===== src/rtl/core/rnm_pkg.sv =====
`timescale 1ns / 1ps
`default_nettype none
// ----------------------------------------------------------------------------
// Renumbering map package
// Sizes, operation codes and the command/status bundles shared by the
// controller and the datapath of the renumbering map.
// ----------------------------------------------------------------------------
package rnm_pkg;

  localparam int unsigned TableDepth = 64;
  localparam int unsigned IdxW       = $clog2(TableDepth);
  localparam int unsigned CntW       = $clog2(TableDepth + 1);
  localparam int unsigned NumW       = 32;

  localparam logic OpAssign = 1'b0;
  localparam logic OpLookup = 1'b1;

  // Controller to datapath.
  typedef struct packed {
    logic start;   // latch a new item and restart the scan
    logic scan;    // advance the scan by one entry
    logic finish;  // load the result and insert if needed
  } rnm_cmd_t;

  // Datapath to controller.
  typedef struct packed {
    logic hit;        // the compared entry holds the key
    logic exhausted;  // every filled entry was compared without a hit
    logic out_free;   // the result register can take a beat this cycle
  } rnm_sts_t;

endpackage
`default_nettype wire


===== src/rtl/core/rnm_in_if.sv =====
`timescale 1ns / 1ps
`default_nettype none
// ----------------------------------------------------------------------------
// Renumbering map input channel
// Valid/ready channel carrying one operation and one old number per beat.
// ----------------------------------------------------------------------------
interface rnm_in_if;

  logic        valid;
  logic        ready;
  logic        operation;
  logic [31:0] old_number;

  modport source (output valid, output operation, output old_number, input ready);
  modport sink   (input valid, input operation, input old_number, output ready);

endinterface
`default_nettype wire


===== src/rtl/core/rnm_out_if.sv =====
`timescale 1ns / 1ps
`default_nettype none
// ----------------------------------------------------------------------------
// Renumbering map output channel
// Valid/ready channel carrying the mapped number and its status flags.
// ----------------------------------------------------------------------------
interface rnm_out_if;

  logic        valid;
  logic        ready;
  logic [31:0] new_number;
  logic        result_flag;
  logic        was_present;
  logic        table_full;

  modport source (output valid, output new_number, output result_flag,
                  output was_present, output table_full, input ready);
  modport sink   (input valid, input new_number, input result_flag,
                  input was_present, input table_full, output ready);

endinterface
`default_nettype wire


===== src/rtl/core/rnm_ctrl.sv =====
`timescale 1ns / 1ps
`default_nettype none
// ----------------------------------------------------------------------------
// Renumbering map controller
// Two-state sequencer: waits for an input beat, then drives the key scan
// until it hits or runs out of entries and the result register is free.
// ----------------------------------------------------------------------------
module rnm_ctrl import rnm_pkg::*; (
  input  wire logic     clk_i,
  input  wire logic     rst_ni,
  input  wire logic     in_valid_i,
  output logic          in_ready_o,
  input  wire rnm_sts_t sts_i,
  output rnm_cmd_t      cmd_o
);

  localparam logic StIdle = 1'b0;
  localparam logic StScan = 1'b1;

  logic state_q, state_d;
  logic done;

  assign done = sts_i.hit | sts_i.exhausted;

  always_comb begin
    state_d      = state_q;
    in_ready_o   = 1'b0;
    cmd_o        = '0;
    case (state_q)
      StIdle: begin
        in_ready_o = 1'b1;
        if (in_valid_i) begin
          cmd_o.start = 1'b1;
          state_d     = StScan;
        end
      end
      StScan: begin
        // The scan freezes once resolved so the hit stays put while the
        // receiver stalls.
        cmd_o.scan = ~done;
        if (done && sts_i.out_free) begin
          cmd_o.finish = 1'b1;
          state_d      = StIdle;
        end
      end
      default: begin
        state_d = StIdle;
      end
    endcase
  end

  always_ff @(posedge clk_i or negedge rst_ni) begin
    if (!rst_ni) begin
      state_q <= StIdle;
    end else begin
      state_q <= state_d;
    end
  end

endmodule
`default_nettype wire


===== src/rtl/core/rnm_dp.sv =====
`timescale 1ns / 1ps
`default_nettype none
// ----------------------------------------------------------------------------
// Renumbering map datapath
// Key memory, fill count, scan pipeline and result register. Entries fill
// in order and are never freed, so entry i always maps to id i + 1 and the
// fill count doubles as the last assigned id.
// ----------------------------------------------------------------------------
module rnm_dp import rnm_pkg::*; (
  input  wire logic            clk_i,
  input  wire logic            rst_ni,
  input  wire rnm_cmd_t        cmd_i,
  output rnm_sts_t             sts_o,
  input  wire logic            operation_i,
  input  wire logic [NumW-1:0] old_number_i,
  output logic                 out_valid_o,
  input  wire logic            out_ready_i,
  output logic [NumW-1:0]      new_number_o,
  output logic                 result_flag_o,
  output logic                 was_present_o,
  output logic                 table_full_o
);

  logic [NumW-1:0] key_mem [TableDepth];

  logic            op_q;
  logic [NumW-1:0] key_q;
  logic [CntW-1:0] fill_q;
  logic [CntW-1:0] scan_idx_q;
  logic            cmp_vld_q;
  logic [IdxW-1:0] cmp_idx_q;
  logic [NumW-1:0] rd_data_q;
  logic            out_valid_q;

  logic            rd_en;
  logic            hit;
  logic            exhausted;
  logic            full;
  logic            insert;
  logic [NumW-1:0] hit_id;
  logic [NumW-1:0] new_id;
  logic [NumW-1:0] res_num;
  logic            res_flag;

  assign rd_en     = cmd_i.scan && (scan_idx_q < fill_q);
  assign hit       = cmp_vld_q && (rd_data_q == key_q);
  assign exhausted = !cmp_vld_q && (scan_idx_q == fill_q);
  assign full      = (fill_q == CntW'(TableDepth));
  assign insert    = cmd_i.finish && !hit && (op_q == OpAssign) && !full;

  assign sts_o.hit       = hit;
  assign sts_o.exhausted = exhausted;
  assign sts_o.out_free  = !out_valid_q || out_ready_i;

  assign hit_id = NumW'(cmp_idx_q) + NumW'(1);
  assign new_id = NumW'(fill_q) + NumW'(1);

  always_comb begin
    res_num  = key_q;
    res_flag = 1'b0;
    if (hit) begin
      res_num  = hit_id;
      res_flag = (op_q == OpLookup) ? 1'b1 : (hit_id != key_q);
    end else if ((op_q == OpAssign) && !full) begin
      res_num  = new_id;
      res_flag = (new_id != key_q);
    end
  end

  // Key memory: one read port for the scan, one write port for inserts.
  always_ff @(posedge clk_i) begin
    if (rd_en) begin
      rd_data_q <= key_mem[scan_idx_q[IdxW-1:0]];
    end
    if (insert) begin
      key_mem[fill_q[IdxW-1:0]] <= key_q;
    end
  end

  always_ff @(posedge clk_i) begin
    if (cmd_i.start) begin
      op_q  <= operation_i;
      key_q <= old_number_i;
    end
    if (rd_en) begin
      cmp_idx_q <= scan_idx_q[IdxW-1:0];
    end
    if (cmd_i.finish) begin
      new_number_o  <= res_num;
      result_flag_o <= res_flag;
      was_present_o <= hit;
      table_full_o  <= !hit && (op_q == OpAssign) && full;
    end
  end

  always_ff @(posedge clk_i or negedge rst_ni) begin
    if (!rst_ni) begin
      fill_q      <= '0;
      scan_idx_q  <= '0;
      cmp_vld_q   <= 1'b0;
      out_valid_q <= 1'b0;
    end else begin
      if (cmd_i.start) begin
        scan_idx_q <= '0;
        cmp_vld_q  <= 1'b0;
      end else if (cmd_i.scan) begin
        cmp_vld_q <= rd_en;
        if (rd_en) begin
          scan_idx_q <= scan_idx_q + CntW'(1);
        end
      end
      if (insert) begin
        fill_q <= fill_q + CntW'(1);
      end
      if (cmd_i.finish) begin
        out_valid_q <= 1'b1;
      end else if (out_ready_i) begin
        out_valid_q <= 1'b0;
      end
    end
  end

  assign out_valid_o = out_valid_q;

endmodule
`default_nettype wire


===== src/rtl/core/number_renumbering_map_core.sv =====
`timescale 1ns / 1ps
`default_nettype none
// ----------------------------------------------------------------------------
// Renumbering map core
// Maps old numbers to compact ids 1, 2, 3, ... in order of first assign.
//
// in_i carries one beat per item: operation (assign or lookup) and the old
// number. out_o returns one beat per item: the mapped number, the
// changed/found flag, whether the number was already stored and whether an
// assign was refused because all entries are taken.
// The keys sit in a memory with one registered read port that is scanned
// one entry per cycle. The result is loaded once the scan hits the key
// or has compared every filled entry without a hit, and only while the
// output register is free. The result beat is offered as soon as it is
// loaded. The next item is taken only after the result of the last one
// is loaded, so the scan of one item ends before the next is accepted.
// An insert is seen by the following item.
// The result sits in an output register; while the receiver stalls, the
// next item is accepted and scanned, and waits only to load its result.
// Reset empties the table and restarts the ids at 1; no clearing pass.
// ----------------------------------------------------------------------------
module number_renumbering_map_core import rnm_pkg::*; (
  input  wire logic clk_i,
  input  wire logic rst_ni,
  rnm_in_if.sink    in_i,
  rnm_out_if.source out_o
);

  rnm_cmd_t cmd;
  rnm_sts_t sts;

  rnm_ctrl u_ctrl (
    .clk_i      (clk_i),
    .rst_ni     (rst_ni),
    .in_valid_i (in_i.valid),
    .in_ready_o (in_i.ready),
    .sts_i      (sts),
    .cmd_o      (cmd)
  );

  rnm_dp u_dp (
    .clk_i         (clk_i),
    .rst_ni        (rst_ni),
    .cmd_i         (cmd),
    .sts_o         (sts),
    .operation_i   (in_i.operation),
    .old_number_i  (in_i.old_number),
    .out_valid_o   (out_o.valid),
    .out_ready_i   (out_o.ready),
    .new_number_o  (out_o.new_number),
    .result_flag_o (out_o.result_flag),
    .was_present_o (out_o.was_present),
    .table_full_o  (out_o.table_full)
  );

endmodule
`default_nettype wire


===== src/flat_wrapper.sv =====
// flat-port wrapper written by rule: the top's interface ports become plain ports
module number_renumbering_map_core_flat import rnm_pkg::*;
  (clk_i, rst_ni, in_i_valid, in_i_operation, in_i_old_number, in_i_ready, out_o_valid, out_o_new_number, out_o_result_flag, out_o_was_present, out_o_table_full, out_o_ready);
  rnm_in_if in_i_i ();
  rnm_out_if out_o_i ();
  input  wire logic clk_i;
  input  wire logic rst_ni;
  input wire logic [$bits(in_i_i.valid)-1:0] in_i_valid;
  input wire logic [$bits(in_i_i.operation)-1:0] in_i_operation;
  input wire logic [$bits(in_i_i.old_number)-1:0] in_i_old_number;
  output wire logic [$bits(in_i_i.ready)-1:0] in_i_ready;
  output wire logic [$bits(out_o_i.valid)-1:0] out_o_valid;
  output wire logic [$bits(out_o_i.new_number)-1:0] out_o_new_number;
  output wire logic [$bits(out_o_i.result_flag)-1:0] out_o_result_flag;
  output wire logic [$bits(out_o_i.was_present)-1:0] out_o_was_present;
  output wire logic [$bits(out_o_i.table_full)-1:0] out_o_table_full;
  input wire logic [$bits(out_o_i.ready)-1:0] out_o_ready;
  assign in_i_i.valid = in_i_valid;
  assign in_i_i.operation = in_i_operation;
  assign in_i_i.old_number = in_i_old_number;
  assign in_i_ready = in_i_i.ready;
  assign out_o_valid = out_o_i.valid;
  assign out_o_new_number = out_o_i.new_number;
  assign out_o_result_flag = out_o_i.result_flag;
  assign out_o_was_present = out_o_i.was_present;
  assign out_o_table_full = out_o_i.table_full;
  assign out_o_i.ready = out_o_ready;
  number_renumbering_map_core u_core (.clk_i(clk_i), .rst_ni(rst_ni), .in_i(in_i_i), .out_o(out_o_i));
endmodule

===== config.mk =====
export PLATFORM = sky130hd
export DESIGN_NAME = number_renumbering_map_core_flat
export DESIGN_NICKNAME = d
export VERILOG_FILES = /design/src/rtl/core/rnm_pkg.sv /design/src/rtl/core/rnm_in_if.sv /design/src/rtl/core/rnm_out_if.sv /design/src/rtl/core/rnm_ctrl.sv /design/src/rtl/core/rnm_dp.sv /design/src/rtl/core/number_renumbering_map_core.sv /design/src/flat_wrapper.sv
export SDC_FILE = /design/constraint.sdc
export NUM_CORES = 2
export LEC_CHECK = 0
export BUFFER_PORTS_ARGS = -buffer_cell sky130_fd_sc_hd__buf_2
export CORE_MARGIN = 3
export CORE_UTILIZATION = 35
export DETAILED_ROUTE_END_ITERATION = 16
export PLACE_DENSITY = 0.49
export RECOVER_POWER = 100
export SETUP_SLACK_MARGIN = 0.5
export SYNTH_ARGS = -nofsm -noshare
export SYNTH_HDL_FRONTEND = slang
export SYNTH_SLANG_ARGS = --single-unit

===== constraint.sdc =====
create_clock -name clk_i -period 4.03 [get_ports clk_i]
set_input_delay 0.2015 -clock clk_i [delete_from_list [all_inputs] [get_ports clk_i]]
set_output_delay 0.2015 -clock clk_i [all_outputs]
set_load 0.005 [all_outputs]

==> flow_metrics.tcl <==
set metrics [dict create \
    outcome "finished, violations left" \
    violations "capacitance limit, slew limit" \
    r2r_start "u_core.u_dp.fill_q[1]$_DFFE_PN0P_" \
    drt-pass1-iter-count 5 \
    clock_latency_ns 0.87 \
    cp_max_fo 31 \
    ant_nets 0 \
    fin_nets 3893 \
    critPathLaunch "u_core.u_dp.fill_q[1]$_DFFE_PN0P_" \
    die_x_um 493 \
    die_h_um 493 \
    avgSynthCellArea_um2 24.1 \
    p_leak_uw 0.0297 \
    p_per_area_mw_per_mm2 641 \
    grt_pass1_vias 39900 \
    synth_nets 3492 \
    cts_tree "built" \
    finClkSkew_ns 0.0364 \
    synth.area.top_cells "edfxtp_1 (78%), mux4_2 (17%), a22oi_1 (0.58%), dfrtp_1 (0.51%), clkbuf_1 (0.46%)" \
    period_needed_ns 3.64 \
    setup.worst_path.end_class "flop" \
    rsz0062_at_grt "false" \
    tns_ns 0 \
    drc 0 \
    grt_start_max_net_pins 130 \
    detailed_place_hpwl_um 129000 \
    layout-drive-gt1-share_pct 30.3 \
    synthArstFlopShare_pct 0.783 \
    drt_iter0_drc 4255 \
    peakVddDrop_mv 0.749 \
    clock_sinks 2171 \
    gp_congestion 0.812 \
    hp-class "in -> reg" \
    cts-root-buf "clkbuf_16" \
    grt_pass1_wl_um 324000 \
    ys_types 47 \
    cts.htree.levels 4 \
    worst_slew_pin_slew_ns 2.46 \
    slew_viol_final 1747 \
    ys.warnings.count 0 \
    synth-seq-cells 2171 \
    setup.worst_path.class "reg -> reg" \
    hold_violations 0 \
    io_pins 74 \
    clockBufferDepth 3 \
    synth.largest_area_cell "edfxtp_1" \
    fmax_ghz 0.275 \
    fp.dieArea_mm2 0.243 \
    ys.flop_type "edfxtp_1" \
    start_util_pct 35.2 \
    start_kind "flop" \
    relSlewSlack_pct -64.2 \
    hp-start "in_i_old_number[28]" \
    areaGrowthSynthToFinish_pct 16.2 \
    num_vias 38800 \
    numPortBuffers 73 \
    via_per_inst 5.41 \
    num_rows 178 \
    synth_edf_count 2154 \
    finalSetupViolations 0 \
    synth_top_cell_area_share_pct 77.9 \
    synth_area_mm2 0.0831 \
    numCtsBuffers 227 \
    cp_data_required_time_ns 4.51 \
    final_core_util_pct 41.0 \
    wire_per_inst_um 32.4 \
    period_share_pct 90.2 \
    cts.clk_slew.worst_paths_ns 0.06 \
    maxCapViolations 29 \
    antenna_found_initial 17 \
    crit_arrival_ns 4.11 \
    coreArea_mm2 0.236 \
    yosysSeqAreaShare_pct 78.4 \
    netlist_instances 3444 \
    grt_overflow 0 \
    track_usage_pct 19.1 \
    wl_um 233000 \
]
[area by class of cell]
cell class	instances	area, um^2
sequential	2171	65100
tap	3150	3940
fill	20700	139000
timing repair buffer	349	3000
clock buffer	284	5980
inverter	18	73.8
clock inverter	119	968
antenna	3	7.51
multi-input combinational	1078	17400
[state kept, by name, indices dropped and copies added, names as in the netlist]
signal / flops
u_core.u_dp.cmp_vld_q: 1
u_core.u_dp.was_present_o: 1
u_core.u_dp.out_valid_o: 1
u_core.u_dp.cmp_idx_q: 6
u_core.u_dp.result_flag_o: 1
u_core.u_dp.rd_data_q: 32
u_core.u_dp.key_mem: 2048
u_core.u_dp.fill_q: 7
u_core.u_dp.new_number_o: 32
u_core.u_dp.scan_idx_q: 7
u_core.u_dp.op_q: 1
u_core.u_dp.key_q: 32
u_core.u_ctrl.state_q: 1
u_core.u_dp.table_full_o: 1
[where the power goes]
part | internal [uW] | switching (uW) | total, uW
registers | 25000 | 320 | 25300
clock network | 11000 | 8670 | 19700
logic | 7700 | 9200 | 16900
total | 43700 | 18200 | 61900
[timing repair]
| action | 4_1_cts | 5_1_grt |
|---|---|---|
| cloned | 0 | 3 |
| hold buffers | 62 | 0 |
| pin swaps | 2 | 1 |
| buffers inserted | 2 | 4 |
| setup endpoints to repair | 74 | 381 |
| hold endpoints to repair | 59 | 0 |
| gates resized for setup | 5 | 3 |
[layout by cell type, fill, tap and decap left out, types with 16 or more instances in the layout]
cell type / instances
clkbuf_16: 233
and3_1: 30
mux4_2: 640
clkbuf_2: 48
nand3_1: 18
edfxtp_1: 2154
clkinv_1: 56
nor2_1: 49
buf_2: 42
xnor2_1: 37
buf_12: 47
clkbuf_4: 16
clkbuf_1: 113
nor4_1: 17
buf_4: 66
nor2_4: 35
clkinv_2: 33
dlygate4sd3_1: 62
a22oi_1: 63
xor2_1: 21
nand2_1: 69
[per-stage QoR]
| step | instances | hold WS, ns | cell area [um^2] | setup slack, ns | power [uW] |
|---|---|---|---|---|---|
| floorplan | 3444 | -0.0941 | 83500 | 0.297 | 36500 |
| global placement | 6695 | 0.184 | 89600 | 0.291 | 42800 |
| detailed placement | 6695 | 0.191 | 89600 | 0.330 | 42700 |
| CTS | 7162 | 0.000348 | 97200 | 0.501 | 62600 |
| global route | 7169 | 0.0387 | 96500 | 0.262 | 64200 |
| finish | 7172 | 0.0668 | 96500 | 0.395 | 61900 |
[critical path: stages, from the launching register on]
cell,delay (ns)
dfrtp_1,0.51
inv_1,0.19
ha_1,0.32
nand2_1,0.07
or3_4,0.44
nor4_2,0.26
clkbuf_1,0.36
nand3_4,0.30
nor2_4,0.17
clkbuf_4,0.60
[logic make-up (layout without fill, tap and decap cells)]
| logic type | Yosys count | in the layout | share of synthesized area [%] |
|---|---|---|---|
| simple gates | 257 | 257 | 1.47 |
| fa+ha+maj | 11 | 11 | 0.166 |
| buf+inv | 195 | 770 | 1.02 |
| compound gates | 104 | 104 | 0.893 |
| other cells | 0 | 3 | 0 |
| xor+xnor | 58 | 58 | 0.612 |
| mux | 648 | 648 | 17.5 |
| flops | 2171 | 2171 | 78.4 |
[synth_stat cells (2+ instances only)]
cell,instances
a211oi_1,2
a21oi_1,9
a22oi_1,64
a31o_1,2
a31oi_1,2
and2_1,2
and3_1,30
buf_1,15
buf_2,51
buf_4,4
buf_6,5
clkbuf_1,102
dfrtp_1,17
edfxtp_1,2154
ha_1,11
inv_1,17
mux2i_1,8
mux4_2,640
nand2_1,70
nand2b_1,2
nand3_1,21
nand4_1,10
nor2_1,85
nor2b_1,2
nor3_1,3
nor4_1,18
nor4b_1,2
o211ai_1,3
o21ai_0,15
or2_2,2
or3_1,2
or4_1,3
xnor2_1,37
xor2_1,21
[per-layer routing]
metal  GRT usage [%]  part of all wire, %  wire [um]
met5               0               0.0047         11
met3            4.09                  7.3      16900
met1            27.4                   43     101000
met4            5.01                  2.7       6340
met2            29.7                   47     109000
[path summary, 6_finish.rpt]
kind | endpoint | slack, ns | cells past startpoint
setup reg to reg | u_core.u_dp.key_mem[41][14]$_DFFE_PP_ | 0.39 | 9
hold reg to reg | u_core.u_dp.scan_idx_q[6]$_DFFE_PN0P_ | 0.59 | 2
setup / recovery | u_core.u_dp.key_mem[41][14]$_DFFE_PP_ | 0.39 | 9
max in group asynchronous | u_core.u_dp.scan_idx_q[0]$_DFFE_PN0P_ | 2.60 | 3
hold / removal | u_core.u_dp.key_q[28]$_DFFE_PP_ | 0.07 | 2
min in group asynchronous | u_core.u_dp.scan_idx_q[4]$_DFFE_PN0P_ | 0.72 | 3
No activity file was read; power rests on OpenSTA's default activity.
